**src/sv/evpz_pkg.sv**
```systemverilog
// Shared types and constants for the eased view pan/zoom block.
package evpz_pkg;

   localparam int POS_W   = 19;
   localparam int ZOOM_W  = 18;
   localparam int LIM_W   = 10;
   localparam int ASP_W   = 16;
   localparam int SPAN_W  = 27;
   localparam int TICK_W  = 24;
   localparam int FRAC_Q  = 16;

   localparam logic [SPAN_W-1:0] MAX_SPAN = 27'd99999999;
   localparam logic [POS_W-1:0]  POS_MAX  = 19'h7FFFF;
   localparam logic [FRAC_Q:0]   T_ONE    = 17'h10000;

   localparam logic CMD_FOCUS = 1'b0;
   localparam logic CMD_TICK  = 1'b1;

   localparam logic [1:0] REG_MIN_ZOOM = 2'd0;
   localparam logic [1:0] REG_MAX_ZOOM = 2'd1;
   localparam logic [1:0] REG_ASPECT   = 2'd2;

   localparam int QUEUE_DEPTH = 4;
   localparam int QPTR_W      = 2;

   typedef struct packed {
      logic               command;
      logic [POS_W-1:0]   goal_x;
      logic [POS_W-1:0]   goal_y;
      logic signed [15:0] goal_zoom;
      logic signed [31:0] span_time;
      logic [TICK_W-1:0]  tick_time;
   } req_type;

   typedef struct packed {
      logic [POS_W-1:0]  eye_x;
      logic [POS_W-1:0]  eye_y;
      logic [ZOOM_W-1:0] view_zoom;
      logic              arrived;
   } rsp_type;

   // classified word passed from front to back
   typedef struct packed {
      logic              command;
      logic [POS_W-1:0]  aim_x;
      logic [POS_W-1:0]  aim_y;
      logic [LIM_W-1:0]  aim_zoom;
      logic [SPAN_W-1:0] span;
      logic [TICK_W-1:0] tick;
   } cmd_type;

   typedef struct packed {
      logic full;
      logic empty;
   } qstat_type;

endpackage

```
**src/sv/evpz_fifo.sv**
```systemverilog
// Short command queue between the front and back sections.
module evpz_fifo
   import evpz_pkg::*;
(
   input  logic      clock,
   input  logic      reset,
   input  logic      push,
   input  cmd_type   push_data,
   input  logic      pop,
   output cmd_type   head,
   output qstat_type stat
);

   cmd_type            mem_ff [QUEUE_DEPTH];
   logic [QPTR_W-1:0]  wr_ff, wr_in, rd_ff, rd_in;
   logic [QPTR_W:0]    cnt_ff, cnt_in;
   logic               do_push, do_pop;

   assign stat.full  = (cnt_ff == QUEUE_DEPTH[QPTR_W:0]);
   assign stat.empty = (cnt_ff == '0);
   assign do_push    = push && !stat.full;
   assign do_pop     = pop && !stat.empty;
   assign head       = mem_ff[rd_ff];

   always_comb begin
      wr_in  = do_push ? wr_ff + 1'b1 : wr_ff;
      rd_in  = do_pop ? rd_ff + 1'b1 : rd_ff;
      cnt_in = cnt_ff + {{QPTR_W{1'b0}}, do_push} - {{QPTR_W{1'b0}}, do_pop};
   end

   always_ff @(posedge clock) begin
      if (reset) begin
         wr_ff  <= '0;
         rd_ff  <= '0;
         cnt_ff <= '0;
      end else begin
         wr_ff  <= wr_in;
         rd_ff  <= rd_in;
         cnt_ff <= cnt_in;
      end
   end

   always_ff @(posedge clock) begin
      if (do_push) begin
         mem_ff[wr_ff] <= push_data;
      end
   end

endmodule

```
**config.mk**
```make
export PLATFORM = sky130hd
export DESIGN_NAME = evpz_fifo
export DESIGN_NICKNAME = d
export VERILOG_FILES = /design/src/sv/evpz_pkg.sv /design/src/sv/evpz_fifo.sv
export SDC_FILE = /design/constraint.sdc
export NUM_CORES = 1
export LEC_CHECK = 0
export BUFFER_PORTS_ARGS = -buffer_cell sky130_fd_sc_hd__buf_2
export CAP_MARGIN = 40
export CORE_MARGIN = 5
export CORE_UTILIZATION = 53
export DETAILED_ROUTE_END_ITERATION = 7
export GPL_TIMING_DRIVEN = 1
export PLACE_DENSITY = 0.79
export SLEW_MARGIN = 20
export SYNTH_ARGS = -nofsm -noshare
export SYNTH_HDL_FRONTEND = slang
export SYNTH_SLANG_ARGS = --single-unit
```
**constraint.sdc**
```tcl
create_clock -name clock -period 5.4 [get_ports clock]
set_clock_uncertainty 0.15 [all_clocks]
set_input_delay 1.08 -clock clock [delete_from_list [all_inputs] [get_ports clock]]
set_output_delay 1.08 -clock clock [all_outputs]
set_load 0.05 [all_outputs]
```
* Yosys cells after proc, flatten, opt, wreduce, memory -nomap -nowiden *
Memories as Yosys holds them, arrays and structs flattened. A register that Yosys moved wholly into a read port is not among the register bits.
Index checks and enable logic that the tools add are counted.

word-level totals
  register bits after elaboration = 7
  memory bits (writable) = 400
  input bits = 104
  output and inout bits = 102
  word-level logic and storage cells = 18
  memories kept = 1

memory list
  memory  depth  bits a word  rd ports  clocked after Yosys merged registers in  wr ports  line             RTL
  mem_ff  4      100          1         1                                        1         evpz_fifo.sv:14  cmd_type mem_ff [QUEUE_DEPTH];

operators by class
  add/sub/neg operators = 4
  eq/ne operators = 1
  muxes and demuxes = 4
  reduce and logical (&&, ||, !) cells = 5

operators with widths
  cell                 count
  $add 2x1->2 const B  2
  $mux 2               2
  $add 3x1->3          1
  $eq 3x3->1 const B   1
  $logic_not 3->1      1
  $sub 3x1->3          1
  $logic_and 1x1->1    2
  $logic_not 1->1      2
  $mux 1               2

* Longest topological paths before layout *
Gate-level depths: netlist of run 1.

  depth after elaboration = 5
  mapped depth = 10
  depth with buffers taken out = 10

* Worst setup path after synthesis of run 1 *
No wires, ideal clock.

  path kind = input-to-reg
  start point = input push
  end point = memory mem_ff[0][0] (netlist name), enable pin
  setup time = 0.470 ns
  arrival = 3.721 ns
  required time = 4.780 ns
  setup slack = 1.059 ns
  cell stages on the path = 3
  path buffers = 0
  cell sequence = inv_1 nor2_1 and2_1

on the way
  word-level cells in the longest chain between the ends = 3

RTL lines
  what                          line             RTL
  from (decl)                   evpz_fifo.sv:7   input logic push,
  $logic_and 1x1->1             evpz_fifo.sv:21  assign do_push = push && !stat.full;
  $mux 1                        evpz_fifo.sv:44  if (do_push) begin
  $mux 1 (implied by the code)  evpz_fifo.sv:45  mem_ff[wr_ff] <= push_data;
  to (decl)                     evpz_fifo.sv:14

Every way passes these cells.

==> summary by stage, run 1 <==
Clocking
Buffers inserted during clock tree synthesis total 40. In this run the deepest clock path goes through 3 buffers. CTS built an H-tree with a depth of 2. TritonCTS built the clock tree. The clock edge transition at the registers on the reported setup and hold paths is 60 ps. At the later pin of the worst-skew pair, clock insertion delay measures 510 ps.

Post-CTS timing repair inserted 0 buffers for setup. The number of gates resized after CTS was 0. The hold-fix buffer count after cts is 0. The buffer type at the clock tree root is sky130_fd_sc_hd__clkbuf_16. Counting every sink on the clock net gives 409.

Timing
The number of hold-slack violations in the final timing report is 0. Static timing analysis puts the maximum clock frequency at 0.257 GHz. The final max-slew violation count came to 0. Setup repair after global routing left no endpoint under its margin. The part of the cycle the worst path needs is 0.720. The max-slew headroom at the worst pin is 0.561. Counting I/O delays and the setup requirement, the final critical path takes 3890 ps. After routing, the total negative slack on setup checks comes to 0 ps. For the pin with the worst max-slew slack, the measured transition is 659 ps.

The count of final setup violators is 0.

Hold path
The class of the tightest hold or removal check is reg2reg.

Worst setup path
The critical path is of the reg2out type. STA classifies the critical path endpoint as a primary output. At the worst endpoint, the required time is 4170 ps.

STA classifies the critical path startpoint as a flip-flop. The flop-to-flop setup slack is 2860 ps. STA puts the critical path data arrival time at 2660 ps. The highest net fanout along the worst path is 30.

Logic synthesis
The share of synthesized area in the top cell type comes to 0.801. The count of unique library cells instantiated by Yosys is 25. The area of the mapped netlist is 15000 um2. The total nets after synthesis is 684. The mean area per synthesized cell is 26.2 um2. The Yosys step of the flow raised 0 warnings.

Counting flops and latches in the post-synthesis netlist gives 409. In the post-synthesis netlist, the biggest area contributors are sky130_fd_sc_hd__edfxtp_1 (80%), sky130_fd_sc_hd__mux4_2 (15%), sky130_fd_sc_hd__buf_12 (1.3%). Synthesis produced 573 cells.

The synthesized design spends more area on one cell type than any other, namely sky130_fd_sc_hd__edfxtp_1. For this run, the register share of the synthesized area comes to 0.813.

Global route
The number of global-route vias before repair is 7184. The maximum number of pins on one net before global-route repair is 101. The overall routing resource usage is 0.171. The wire length of the first global-routing pass is 41100 um. The number of antenna violations at the first check in global routing was 6. For this run the aggregate overflow at the end of global routing stands at 0.

Routing
The length of the first detailed-routing pass in iterations is 4. The number of DRC markers in iteration 0 is 395. The final route contains 6676 vias.

The met1 wire length is 10900 um. Wire segments on met3 add up to 2100 um in the final route. Wire segments on met2 add up to 13600 um in the final route. The ratio of routed vias to standard cells is 5.50. After detailed routing, the average wire length per cell comes to 22.4 um. Wires add up to 27300 um.

The detail route stage leaves a number of antenna-violating nets equal to 0. The top routing layer in use is met5. The remaining design rule violation count is 0.

Floorplan
The die covers 31800 um2. For this configuration, the core starts out at a cell density of 0.538. The die is 178 um tall. The area of the placeable core is 27900 um2. In this run the count of I/O pins placed on the die edge is 206. The count of standard-cell rows is 61. The die boundary width is 178 um.

Place
At the end of routability-driven placement, the weighted congestion stood at 0.724. During placement, the flow inserted port buffers numbering 205. The HPWL after detailed placement is 16200 um.

Pwr
The total power consumption of the routed design is 0.00918 W. The analysis attributes to cell leakage a power of 5.85 nW. The ratio of total power to cell area is 523 nW/um2. The maximum vdd drop is 417 uV.

Layout
Leaving out fill and tap cells, the most frequent cell in the layout is sky130_fd_sc_hd__edfxtp_1. Of the cells placed in the final design, the portion with a size suffix greater than 1 is 0.443. The count of fill cells added during filler insertion is 1869. The final net count is 916.

The top cell types in the final layout, fill and taps aside, are sky130_fd_sc_hd__edfxtp_1 (400), sky130_fd_sc_hd__buf_2 (205), sky130_fd_sc_hd__mux4_2 (100), sky130_fd_sc_hd__clkbuf_16 (41), sky130_fd_sc_hd__clkbuf_1 (13). Compared with the post-synthesis result, the final layout area differs by 17.0%.

Flow run
The count of maximum capacitance violations is 0.

Outcome
The flow ran to the end, and the final reports show no timing, DRC or antenna violations.
==> worst max-delay path, cell delays in order (launching register included) <==
cell and delay, ps:
sky130_fd_sc_hd__dfxtp_4 680, sky130_fd_sc_hd__buf_4 580, sky130_fd_sc_hd__mux4_2 610, sky130_fd_sc_hd__buf_2 230
==> layout make-up <==
cell class,instances,area [um2],area share
clock buffer,54,1070,0.0612
tap,378,473,0.0270
antenna,3,7.51,0.000428
timing repair buffer,213,1150,0.0655
sequential,409,12200,0.695
clock inverter,16,95.1,0.00542
multi-input combinational,133,2520,0.144
inverter,8,30.0,0.00171
==> routing by layer <==
metal | GRT usage | vias to the layer above
met2 | 0.279 | 224
li1 | - | 2916
met4 | 0.0467 | 10
met3 | 0.0502 | 54
met5 | 0 | -
met1 | 0.228 | 3472
==> registers in the layout, summed over array words and instances (netlist names), named ones only <==
| signal | flops |
|---|---|
| wr_ff | 2 |
| rd_ff | 2 |
| cnt_ff | 3 |
| mem_ff | 400 |
==> report_power, final <==
group	switching, W	internal (W)
sequential	0.000139	0.00382
combinational	0.00189	0.000840
clock	0.00106	0.00144
total	0.00309	0.00609
==> synth_stat cells (all sizes together) <==
cell    instances
o31ai           1
clkbuf          1
nor3b           1
nor2            4
mux4          100
a21oi           2
fa              1
mux2i           1
inv             8
nand2           1
ha              6
nor3            1
or3             2
nand2b          2
and2            4
nor2b           2
edfxtp        400
dfxtp           9
xnor2           2
o21ai           2
buf            22
xor2            1
==> per-stage QoR <==
step                area, um2  setup slack, ps  instances  utilization  hold WS (ps)
floorplan               15000             1060        573            -           309
global placement        16400             1980       1141        0.588           309
detailed placement      16400             1960       1141        0.588           334
CTS                     17500             1410       1211        0.630           348
global route            17500             1280       1212        0.630           356
finish                  17500             1510       1214        0.630           339
==> kinds of logic after synthesis <==
logic type | share of synthesized area
fa+ha+maj | 0.00634
compound gates | 0.00184
buf+inv | 0.0199
xor+xnor | 0.00175
flops | 0.813
mux | 0.151
simple gates | 0.00659
==> worst paths after layout <==
kind	startpoint	to	cells after the start
worst min register to register	rd_ff[1]	flip-flop	2
worst max-delay path	flip-flop	head[58]	3
worst max register to register	cnt_ff[1]	cnt_ff[2]	10
worst min-delay path	rd_ff[1]	flip-flop	2
No activity file was read; power rests on OpenSTA's default activity.
==> inputs of run 2 (changes only) <==
- CORE_UTILIZATION: 53 -> 51
- PLACE_DENSITY: 0.79 -> 0.8
- clock period: 5.4 -> 3.5 ns (I/O delays scaled with it)
==> run 2 against run 1 <==
  * Setup slack worse by 1200 ps
  * Combinational power up 59%
  * Final cell count up 1.7%
  * First-iteration DRC count rose by 46%
  * Power is 65% higher
  * Clock power up 88%
  * Critical path type unchanged
  * Design area rose by 2.8%
==> summary by stage, run 2 (synthesized netlist as in run 1, its figures left out) <==
Outcome
The flow ran to the end, and the final reports show no timing, DRC or antenna violations.

Flow run
The count of maximum capacitance violations is 0.

Layout
In the layout the commonest cells are sky130_fd_sc_hd__edfxtp_1 (400), sky130_fd_sc_hd__buf_2 (205), sky130_fd_sc_hd__mux4_2 (100), sky130_fd_sc_hd__clkbuf_16 (45), sky130_fd_sc_hd__buf_12 (13). The fraction of final layout cells sized beyond drive strength 1 is 0.467. The layout has 1945 filler cells. The flip-flop count of the largest register after layout is 400. The final layout contains 927 nets. More flip-flops sit in one register than any other, and that register is mem_ff. Leaving out filler cells and counting taps, the final layout contains 1235. From synthesis to final layout, the design area changed by 20.3%. The largest registers in the layout are mem_ff x400, cnt_ff x3. Leaving out fill and tap cells, the most frequent cell in the layout is sky130_fd_sc_hd__edfxtp_1. After routing the design area is 18000 um2. Once layout is complete, the utilization of the core stands at 0.625.

Floorplan
The die is 182 um tall. For this design the top-level I/O count stands at 206. The die covers 32900 um2.

The initial utilization of the core area, before any placement, comes to 0.520. The count of standard-cell rows is 62. After floorplanning, the core was sized to cover 28900 um2. The die boundary width is 182 um.

Global route
The first global-routing pass estimated 43800 um of wire. The number of antenna violations at the first check in global routing is 3. For this run, the total global-route usage over all layers was measured as 0.172. For this run the aggregate overflow at the end of global routing stands at 0.

The number of global-route vias before repair is 7388. The maximum number of pins on one net before global-route repair is 57.

Clocking
The clock net in this run drives a total of 409 sinks. For the worst-skew pair, the clock arrives at the later sink with an insertion delay of 520 ps. The level count of the clock H-tree is 2. In this run the clock root is driven by a sky130_fd_sc_hd__clkbuf_16. The hold-fix buffer count after cts is 0. The number of cells upsized or downsized after cts is 0. The clock tree from TritonCTS is done. The clock edge transition at the registers on the reported setup and hold paths is 60 ps.

The maximum buffer depth of the clock tree is 3. The number of buffers inserted to repair setup after CTS is 0. The CTS buffer count is 42.

Routing
The remaining design rule violation count is 0. After detailed routing, the average wire length per cell comes to 22.9 um. For this run, the detailed router's first-pass iteration total came to 5. The remaining antenna violation count is 0.

The detailed-route wire length is 28300 um. The routed via count is 6747. After detailed routing, the number of vias per cell comes to 5.46. The number of DRC markers in iteration 0 is 575.

Worst setup path
The type of element launching the critical path is a flip-flop. Data on the critical path is required at its endpoint by 2650 ps. The category of the critical setup timing path is reg2out. The arrival time of data at the critical path endpoint is 2290 ps.

The highest net fanout along the worst path is 32. The flop-to-flop setup slack is 870 ps. The worst register-to-register path begins at cnt_ff[1].

For the worst flop-to-flop path, the logic depth is 10. The kind of end point of the critical path is a primary output. The worst register-to-register path ends at cnt_ff[2].

Place
The final RePlAce weighted congestion is 0.698. The HPWL reported at the end of detailed placement is 17300 um. In this run the cell area measured after placement is 16500 um2. The post-placement cell count is 1156. The count of input and output buffers is 205.

Timing
The actual transition at the worst max-transition pin is 567 ps. Setup repair after global routing left no endpoint under its margin. The part of the cycle the worst path needs is 0.897. For the final routed database, the setup TNS stands at 0 ps. After layout, the minimum clock period comes to 3140 ps. Derived from the worst setup path, the maximum achievable clock frequency is 0.318 GHz. The final max-slew violation count is 0. The number of hold-slack violations in the final timing report is 0.

Measured against its own limit, the worst slew margin works out to 0.622. The count of final setup violators is 0.

Hold path
The worst hold path depth is 1. The source of the worst hold timing path is push_data[0]. In this run the worst hold path is classified as in2reg. The destination of the worst hold path is mem_ff[3][0].

Pwr
For this design the static power due to leakage is 6.08 nW. In this run the power density over the cells is 837 nW/um2. The total power consumption of the routed design is 0.0151 W. IR analysis of the VDD net gives a maximum drop of 675 uV.
## run 2: per-layer routing
| layer | vias to the layer above | GRT usage | wire length [um] |
|---|---|---|---|
| li1 | 2950 | - | - |
| met1 | 3491 | 0.233 | 11600 |
| met2 | 257 | 0.285 | 14300 |
| met3 | 45 | 0.0436 | 2020 |
| met4 | 4 | 0.0414 | 423 |
| met5 | - | 0 | 27 |
## run 2: through the flow
| stage | hold WS, ps | setup slack (ps) |
|---|---|---|
| CTS | 215 | 276 |
| global route | 226 | 218 |
| global placement | 312 | 719 |
| floorplan | 309 | 638 |
| finish | 241 | 359 |
| detailed placement | 328 | 688 |
## run 2: area by class of cell
type	count	area [um2]	share of cell area
flip-flops and latches	409	12200	0.676
multi-input cells	133	2520	0.140
repair buffers	222	1320	0.0729
clock buffers	53	1190	0.0657
well taps	384	480	0.0266
clock inverters	25	309	0.0171
inverters	8	30.0	0.00166
diodes	1	2.50	0.000139
## run 2: power by group
group	internal, W	switching [W]	total (W)	leakage, nW
clock	0.00292	0.00176	0.00469	0.729
combinational	0.00136	0.00298	0.00434	1.61
sequential	0.00588	0.000196	0.00608	3.74
total	0.0102	0.00494	0.0151	6.08
## run 2: worst max-delay path, cell delays in order, from the launching register on
cell and delay, ps:
sky130_fd_sc_hd__dfxtp_4 610, sky130_fd_sc_hd__buf_12 330, sky130_fd_sc_hd__mux4_2 590, sky130_fd_sc_hd__buf_2 240
## run 2: how the worst max path moves through the flow
stage	start	to	slack (ps)
2_1_floorplan	push	mem_ff[0][0]	640
3_3_place_gp	push	cnt_ff[2]	720
3_5_place_dp	push	cnt_ff[2]	690
4_1_cts	flip-flop	head[89]	280
5_1_grt	flip-flop	head[89]	220
6_report	flip-flop	head[89]	360
