**config.mk**
```make
export PLATFORM = sky130hd
export DESIGN_NAME = evpz_back
export DESIGN_NICKNAME = d
export VERILOG_FILES = /design/src/sv/evpz_pkg.sv /design/src/sv/evpz_back.sv
export SDC_FILE = /design/constraint.sdc
export NUM_CORES = 2
export LEC_CHECK = 0
export BUFFER_PORTS_ARGS = -buffer_cell sky130_fd_sc_hd__buf_2
export CAP_MARGIN = 25
export CORE_MARGIN = 2
export CORE_UTILIZATION = 50
export CTS_BUF_LIST = sky130_fd_sc_hd__clkbuf_2 sky130_fd_sc_hd__clkbuf_4 sky130_fd_sc_hd__clkbuf_8
export CTS_CLUSTER_DIAMETER = 200
export DETAILED_ROUTE_END_ITERATION = 7
export PLACE_DENSITY = 0.67
export SLEW_MARGIN = 20
export SYNTH_ARGS = -nofsm -noshare
export SYNTH_HDL_FRONTEND = slang
export SYNTH_SLANG_ARGS = --single-unit
```
**constraint.sdc**
```tcl
create_clock -name clock -period 16.4 [get_ports clock]
set_input_delay 0.82 -clock clock [delete_from_list [all_inputs] [get_ports clock]]
set_output_delay 0.82 -clock clock [all_outputs]
set_load 0.03 [all_outputs]
```
**src/sv/evpz_pkg.sv**
```systemverilog
// Shared types and constants for the eased view pan/zoom block.
package evpz_pkg;

   localparam int POS_W   = 19;
   localparam int ZOOM_W  = 18;
   localparam int LIM_W   = 10;
   localparam int ASP_W   = 16;
   localparam int SPAN_W  = 27;
   localparam int TICK_W  = 24;
   localparam int FRAC_Q  = 16;

   localparam logic [SPAN_W-1:0] MAX_SPAN = 27'd99999999;
   localparam logic [POS_W-1:0]  POS_MAX  = 19'h7FFFF;
   localparam logic [FRAC_Q:0]   T_ONE    = 17'h10000;

   localparam logic CMD_FOCUS = 1'b0;
   localparam logic CMD_TICK  = 1'b1;

   localparam logic [1:0] REG_MIN_ZOOM = 2'd0;
   localparam logic [1:0] REG_MAX_ZOOM = 2'd1;
   localparam logic [1:0] REG_ASPECT   = 2'd2;

   localparam int QUEUE_DEPTH = 4;
   localparam int QPTR_W      = 2;

   typedef struct packed {
      logic               command;
      logic [POS_W-1:0]   goal_x;
      logic [POS_W-1:0]   goal_y;
      logic signed [15:0] goal_zoom;
      logic signed [31:0] span_time;
      logic [TICK_W-1:0]  tick_time;
   } req_type;

   typedef struct packed {
      logic [POS_W-1:0]  eye_x;
      logic [POS_W-1:0]  eye_y;
      logic [ZOOM_W-1:0] view_zoom;
      logic              arrived;
   } rsp_type;

   // classified word passed from front to back
   typedef struct packed {
      logic              command;
      logic [POS_W-1:0]  aim_x;
      logic [POS_W-1:0]  aim_y;
      logic [LIM_W-1:0]  aim_zoom;
      logic [SPAN_W-1:0] span;
      logic [TICK_W-1:0] tick;
   } cmd_type;

   typedef struct packed {
      logic full;
      logic empty;
   } qstat_type;

endpackage

```
**src/sv/evpz_back.sv**
```systemverilog
// Back section: view state, serial divider, smoothstep and blend sequencer.
module evpz_back
   import evpz_pkg::*;
#(
   parameter int FRAC_BITS = 8
)
(
   input  logic      clock,
   input  logic      reset,
   input  cmd_type   head,
   input  qstat_type qstat,
   output logic      pop,
   output logic      rsp_valid,
   input  logic      rsp_stall,
   output rsp_type   rsp_data
);

   typedef enum logic [2:0] {B_IDLE, B_DIV, B_SQ, B_CUBE, B_MUL, B_ADD, B_EMIT} bstate_type;

   bstate_type         state_ff;
   logic [POS_W-1:0]   aim_x_ff, aim_y_ff, from_x_ff, from_y_ff, view_x_ff, view_y_ff;
   logic [LIM_W-1:0]   aim_zoom_ff;
   logic [ZOOM_W-1:0]  from_zoom_ff, now_zoom_ff, zt;
   logic [SPAN_W-1:0]  elapsed_ff, span_ff, left;
   logic [SPAN_W:0]    el_sum, rem_sh;
   logic               settled_ff, arrived_ff;
   logic [SPAN_W:0]    rem_ff;
   logic [FRAC_Q:0]    p_ff, t_ff, t_in, w;
   logic [3:0]         step_ff;
   logic [2*FRAC_Q+2:0] sq_ff;
   logic [3*FRAC_Q+3:0] cube;
   logic [1:0]         sel_ff;
   logic [POS_W-1:0]   ba, bb;
   logic [POS_W+FRAC_Q:0] ma_ff, mb_ff;
   logic [POS_W+FRAC_Q+1:0] bsum;
   logic               rsp_valid_ff;
   rsp_type            rsp_ff;

   assign zt     = ZOOM_W'({aim_zoom_ff, {FRAC_BITS{1'b0}}});
   assign left   = span_ff - elapsed_ff;
   assign el_sum = {1'b0, elapsed_ff} + (SPAN_W+1)'(head.tick);
   assign rem_sh = {rem_ff[SPAN_W-1:0], 1'b0};
   assign cube   = sq_ff * (18'd196608 - {p_ff, 1'b0});
   assign t_in   = (cube[3*FRAC_Q+3:2*FRAC_Q] > 20'(T_ONE)) ? T_ONE
                                                           : cube[2*FRAC_Q+FRAC_Q:2*FRAC_Q];
   assign w      = T_ONE - t_ff;
   assign bsum   = ma_ff + mb_ff;
   assign pop    = (state_ff == B_IDLE) && !qstat.empty;
   assign rsp_valid = rsp_valid_ff;
   assign rsp_data  = rsp_ff;

   always_comb begin
      unique case (sel_ff)
         2'd0:    begin ba = from_x_ff; bb = aim_x_ff; end
         2'd1:    begin ba = from_y_ff; bb = aim_y_ff; end
         default: begin ba = POS_W'(from_zoom_ff); bb = POS_W'(zt); end
      endcase
   end

   always_ff @(posedge clock) begin
      if (reset) begin
         state_ff     <= B_IDLE;
         aim_x_ff     <= '0;
         aim_y_ff     <= '0;
         from_x_ff    <= '0;
         from_y_ff    <= '0;
         view_x_ff    <= '0;
         view_y_ff    <= '0;
         aim_zoom_ff  <= '0;
         from_zoom_ff <= '0;
         now_zoom_ff  <= '0;
         elapsed_ff   <= '0;
         span_ff      <= '0;
         settled_ff   <= 1'b1;
         rsp_valid_ff <= 1'b0;
      end else begin
         if (rsp_valid_ff && !rsp_stall && state_ff != B_EMIT) rsp_valid_ff <= 1'b0;
         unique case (state_ff)
            B_IDLE: begin
               if (!qstat.empty) begin
                  if (head.command == CMD_FOCUS) begin
                     aim_x_ff     <= head.aim_x;
                     aim_y_ff     <= head.aim_y;
                     aim_zoom_ff  <= head.aim_zoom;
                     from_x_ff    <= view_x_ff;
                     from_y_ff    <= view_y_ff;
                     from_zoom_ff <= now_zoom_ff;
                     elapsed_ff   <= '0;
                     span_ff      <= head.span;
                     settled_ff   <= 1'b0;
                  end else if (!settled_ff) begin
                     if (left < SPAN_W'(head.tick)) begin
                        view_x_ff   <= aim_x_ff;
                        view_y_ff   <= aim_y_ff;
                        now_zoom_ff <= zt;
                        settled_ff  <= 1'b1;
                        arrived_ff  <= 1'b1;
                        state_ff    <= B_EMIT;
                     end else begin
                        elapsed_ff <= el_sum[SPAN_W-1:0];
                        arrived_ff <= 1'b0;
                        if (span_ff == '0 || el_sum[SPAN_W-1:0] >= span_ff) begin
                           p_ff     <= T_ONE;
                           state_ff <= B_SQ;
                        end else begin
                           rem_ff   <= el_sum;
                           p_ff     <= '0;
                           step_ff  <= '0;
                           state_ff <= B_DIV;
                        end
                     end
                  end
               end
            end
            B_DIV: begin
               // restoring divide, one quotient bit per cycle
               if (rem_sh >= {1'b0, span_ff}) begin
                  rem_ff <= rem_sh - {1'b0, span_ff};
                  p_ff   <= {p_ff[FRAC_Q-1:0], 1'b1};
               end else begin
                  rem_ff <= rem_sh;
                  p_ff   <= {p_ff[FRAC_Q-1:0], 1'b0};
               end
               step_ff <= step_ff + 1'b1;
               if (step_ff == 4'd15) state_ff <= B_SQ;
            end
            B_SQ: begin
               sq_ff    <= (2*FRAC_Q+3)'(p_ff) * (2*FRAC_Q+3)'(p_ff);
               state_ff <= B_CUBE;
            end
            B_CUBE: begin
               t_ff     <= t_in;
               sel_ff   <= 2'd0;
               state_ff <= B_MUL;
            end
            B_MUL: begin
               ma_ff    <= ba * w;
               mb_ff    <= bb * t_ff;
               state_ff <= B_ADD;
            end
            B_ADD: begin
               unique case (sel_ff)
                  2'd0:    view_x_ff   <= bsum[POS_W+FRAC_Q-1:FRAC_Q];
                  2'd1:    view_y_ff   <= bsum[POS_W+FRAC_Q-1:FRAC_Q];
                  default: now_zoom_ff <= bsum[ZOOM_W+FRAC_Q-1:FRAC_Q];
               endcase
               sel_ff   <= sel_ff + 1'b1;
               state_ff <= (sel_ff == 2'd2) ? B_EMIT : B_MUL;
            end
            B_EMIT: begin
               if (!rsp_valid_ff || !rsp_stall) begin
                  rsp_ff.eye_x     <= view_x_ff;
                  rsp_ff.eye_y     <= view_y_ff;
                  rsp_ff.view_zoom <= now_zoom_ff;
                  rsp_ff.arrived   <= arrived_ff;
                  rsp_valid_ff     <= 1'b1;
                  state_ff         <= B_IDLE;
               end
            end
            default: state_ff <= B_IDLE;
         endcase
      end
   end

endmodule

```
* Word level (Yosys, flattened, before mapping)
Cells that the tools add are included.
** Storage, ports and cells
- Latch bits :: 0
- Bits in registers :: 448
- Word-level logic and storage cells :: 159
- Bits in writable memories :: 0
- Memories kept :: 0
- Bits in read-only memories :: 0
- Output and inout port bits :: 59
- Input bits :: 105
** Cells by class
- Bitwise gates (word level) :: 4
- Divide/modulo/power cells :: 0
- Multiply operators :: 4
- Muxes and demuxes :: 59
- $lt $le $gt $ge :: 4
- $add $sub $neg :: 8
- Reduce and logical (&&, ||, !) cells :: 30
- Eq/ne operators :: 23
- Shifts and indexed selects :: 0
** Operator list (number)
- $mux W27 :: 9
- $mux W19 :: 10
- $pmux W19 S2 :: 4
- $mux W18 :: 5
- $mux W17 :: 5
- $mul A19 B17 Y35 :: 2
- $pmux W27 S2 :: 1
- $sub A27 B27 Y27 :: 2
- $mul A35 B19 Y52 :: 1
- $pmux W18 S2 :: 1
- $add A35 B35 Y35 :: 1
- $mul A17 B17 Y34 :: 1
- $pmux W17 S2 :: 1
- $ge A28 B27 Y1 :: 1
- $add A27 B24 Y27 :: 1
- $ge A27 B27 Y1 :: 1
- $logic_not A27 Y1 :: 1
- $lt A27 B24 Y1 :: 1
- $ne A2 B2 Y1 const B :: 12
- $reduce_and A6 Y1 :: 4
- $pmux W3 S7 :: 1
- $gt A20 B17 Y1 const B :: 1
- $mux W4 :: 5
- $sub A18 B18 Y19 const A :: 1
- other kinds (29) :: 60

* Longest topological paths before layout
- Depth in word-level cells :: 9
- Mapped depth :: 34
- Depth with buffers taken out :: 31

* Worst setup path before layout
Ideal clock, no wire load.
- Path kind :: register to register
- Start :: register p_ff[0]
- End :: register t_ff[11] (data pin)
- Required time :: 16261 ps
- Cell stages (with the launch flop) :: 31
- Buffers on the path :: 3
- Setup time :: 139 ps
- Arrival :: 8345 ps
- Path slack :: 7916 ps
- Period minus slack after synthesis :: 8484 ps
- Cells stage by stage :: edfxtp_1 > clkbuf_1 > inv_1 > ha_1 > nand3_1 > or3_1 > nor4_1 > xnor2_1 > clkbuf_1 > nand2_1 > fa_1 > inv_1 > fa_1 > fa_1 > fa_1 > fa_1 > fa_1 > ha_1 > ha_1 > buf_2 > nand4_1 > nor2_1 > a2111oi_1 > o21ai_1 > o31a_2 > a311o_2 > o2bb2ai_4 > o31a_1 > a211oi_2 > nand2_2 > nor2_1
** Between the ends
- Cells in the longest elaborated chain, start to end :: 3
** Ends and longest elaborated chain
- start, declared :: line evpz_back.sv:28 : logic [FRAC_Q:0] p_ff, t_ff, t_in, w;
- start signal, assigned :: line evpz_back.sv:119 : p_ff <= {p_ff[FRAC_Q-1:0], 1'b1};
- start signal, assigned :: line evpz_back.sv:122 : p_ff <= {p_ff[FRAC_Q-1:0], 1'b0};
- $sub A18 B18 Y19 (*) :: line evpz_back.sv:43 : assign cube = sq_ff * (18'd196608 - {p_ff, 1'b0});
- $mul A35 B19 Y52 (*) :: line evpz_back.sv:43
- $gt A20 B17 Y1 :: line evpz_back.sv:44 : assign t_in = (cube[3*FRAC_Q+3:2*FRAC_Q] > 20'(T_ONE)) ? T_ONE
- end signal, assigned :: line evpz_back.sv:132 : t_ff <= t_in;
- end, declared :: line evpz_back.sv:28
Mark *: on every way between the ends. The rest lies on a longest branch, timed or not.
A chain may end at the register's enable or synchronous reset.

* Worst setup path in the final report
- Start :: register p_ff[1]
- End :: register t_ff[3] (data pin)
The elaborated chain is that of the path after synthesis.

==> impl_metrics.json <==
{
  "dp_hpwl_um": 151000,
  "use_met3_pct": 4.88,
  "die_area_um2": 145000,
  "synth_top_area_cell": "fa_1",
  "fp-row-count": 138,
  "cp_max_fo": 33,
  "design_area_um2": 75500,
  "period_share_pct": 62.5,
  "ys_seq_area_share_pct": 15.9,
  "cts.htree.levels": 3,
  "met2_usage_pct": 45.0,
  "reg2reg_from": "p_ff[1]",
  "synth_cells": 7878,
  "cts_buffer_depth": 3,
  "multi_input_area_um2": 52900,
  "worstHoldPathCells": 3,
  "area_delta_synth_final_pct": 6.68,
  "hold_viol_final": 0,
  "dpl_cell_area_um2": 73700,
  "path_buf_inv": 1,
  "crit_slowest_cell": "xor2_4",
  "worst-r2r-setup-slack_ps": 6140,
  "yosys_warnings": 0,
  "cp_common_cell": "fa_1",
  "worst_pin_slew_ps": 1120,
  "ys_async_sr_fraction_pct": 0,
  "insertion_delay_ps": 800,
  "maxCapViolations": 0,
  "cpLargestDelayFamily": "adder cells",
  "rsz0062_at_grt": "false",
  "drc": 0,
  "final_common_cell": "inv_1",
  "grt_pass1_wl_um": 311000,
  "cts_tree": "done",
  "grt_busiest_layer": "met2",
  "first_pass_iters": 8,
  "avgSynthCellArea_um2": 8.99,
  "fin_nets": 9884,
  "drtIter0Drc": 3804,
  "timing.fmax_mhz": 97.5,
  "slew-limit-headroom_pct": 25.2,
  "synthesis.area_um2": 70800,
  "synth_edf_count": 228,
  "drt-vias-per-instance": 5.53,
  "outcome": "finished, final reports clean",
  "vias": 54400,
  "cts_resized": 0,
  "use_met1_pct": 36.3,
  "gp_congestion": 0.945,
  "grt.overflow.total": 0,
  "mostFrequentLayoutCells": "1495 x inv_1, 1391 x nand2_1, 1209 x fa_1, 678 x ha_1, 369 x a21oi_1",
  "fin_tns_setup_ps": 0,
  "worstHoldEndpoint": "aim_y_ff[0]",
  "reg2reg_depth": 26,
  "synth_area_leaders": "fa_1 34%, ha_1 12%, edfxtp_1 9.7%, inv_1 7.9%, nand2_1 7.4%",
  "synth_top_cell_area_share_pct": 34.2,
  "fill_cells": 12900,
  "worstSetupPathType": "flip-flop to flip-flop",
  "start_util_pct": 50.2,
  "port_buffers": 162,
  "hold_buffers": 0,
  "antenna_found_initial": 10,
  "synthFlopType": "edfxtp_1",
  "synth.distinct_cells": 97,
  "grt_max_degree": 94,
  "ys_ff_latch": 447,
  "clkSinkCount": 447,
  "seqCellArea_um2": 11200,
  "wl_per_cell_um": 19.5,
  "required_ps": 17040,
  "final_max_slew_viol_count": 0,
  "slowest_delay_ps": 810,
  "cp.arrival_ps": 10890,
  "cts_setup_buffers": 0,
  "holdCritPathClass": "input pin to flip-flop",
  "min_from": "head[61]",
  "fp.dieW_um": 380,
  "rr_endpoint": "t_ff[3]",
  "antenna_left": 0,
  "endpoint_kind": "flip-flop",
  "io_pins": 164,
  "clk_pin_slew_ps": 80,
  "finalSetupViolCount": 0,
  "grt_usage_pct": 27.2,
  "layout_min_cycle_time_ps": 10260,
  "routed_wl_um": 192000,
  "start_kind": "flip-flop",
  "drive_gt1_share_pct": 6.43,
  "die_h_um": 380,
  "root_buffer": "clkbuf_8",
  "grt_pass1_vias": 57400,
  "clock_skew_ps": 52.5,
  "core_area_um2": 141000,
  "numCtsBuffers": 78
}
area by class of cell:
type / count / area share [%]
multi-input cells: 5595 / 70.0
flip-flops and latches: 447 / 14.9
inverters: 1501 / 7.46
well taps: 1890 / 3.13
repair buffers: 267 / 2.18
clock buffers: 114 / 1.89
clock inverters: 28 / 0.497
diodes: 2 / 0.00662
sequential cells by signal (all words and copies together) (netlist names), 27 cells and up:
register / cells
rem_ff: 27
mb_ff: 35
sq_ff: 33
elapsed_ff: 27
ma_ff: 35
rsp_data: 57
span_ff: 27
worst max-delay path by stage:
| stage | startpoint | cells after the start | endpoint | slack (ps) |
|---|---|---|---|---|
| after detailed placement | p_ff[1] | 26 | t_ff[3] | 6280 |
| after global routing | p_ff[1] | 26 | t_ff[3] | 5520 |
| after global placement | p_ff[1] | 26 | t_ff[3] | 6410 |
| after floorplan | p_ff[0] | 30 | t_ff[11] | 7920 |
| final | p_ff[1] | 26 | t_ff[3] | 6140 |
| after CTS | p_ff[1] | 26 | t_ff[3] | 6220 |
cells in the mapped netlist, types with 33 or more instances:
master / count
xor2_1: 67
o21ai_0: 130
inv_1: 1495
o21a_1: 41
a21oi_1: 371
a21o_1: 108
clkbuf_1: 297
a211oi_1: 57
ha_1: 680
buf_1: 37
dfxtp_1: 219
nor3_1: 50
nand2_1: 1392
nand3_1: 47
and2_1: 325
and3_1: 33
nand2b_1: 45
edfxtp_1: 228
a22o_1: 50
fa_1: 1209
nor2_1: 320
xnor2_1: 162
nor2b_1: 51
stage by stage:
step / util [%] / hold slack [ps] / setup WS [ps] / cells
CTS: 53.5 / 214 / 6220 / 9839
finish: 53.6 / 273 / 6140 / 9844
global route: 53.6 / 258 / 5520 / 9844
detailed placement: 52.2 / 411 / 6280 / 9697
global placement: 52.2 / 408 / 6410 / 9696
floorplan: - / 400 / 7920 / 7890
worst register-to-register path: stages (launching register included):
cell and delay (ps):
edfxtp_1 760, inv_1 300, ha_1 320, nand3_1 210, or3_1 490, o21ai_0 470
xor2_4 810, and2_1 290, fa_1 440, fa_1 470, fa_1 520, fa_1 430
fa_1 520, fa_1 430, ha_1 300, ha_1 340, a21oi_1 200, o21ai_1 100
a2111oi_1 390, o21ai_1 220, o311ai_2 560, a31oi_1 270, a211oi_2 380, o211ai_2 150
o41ai_4 450, nand2_2 170, nor2_1 140
routing by layer:
layer  up-vias  wire, um  part of all wire, %
li1      24700         -                    -
met1     27500     80500                   42
met2      1912     90200                   47
met3       392     15000                  7.8
met4         4      6060                  3.2
met5         -        34                0.018
cells by family after synthesis:
family                   synth area share [%]
other                                  0.0106
flip-flops                               15.9
adder cells (fa/ha/maj)                  46.2
multiplexers                            0.758
XOR/XNOR                                 2.86
AND/OR/NAND/NOR                          15.1
buffers and inverters                    9.84
AO/OA/AOI/OAI                            9.42
Power is left out: the tool's default activity adds up to more than one toggle a clock period on the data nets, which glitch-free logic cannot reach.
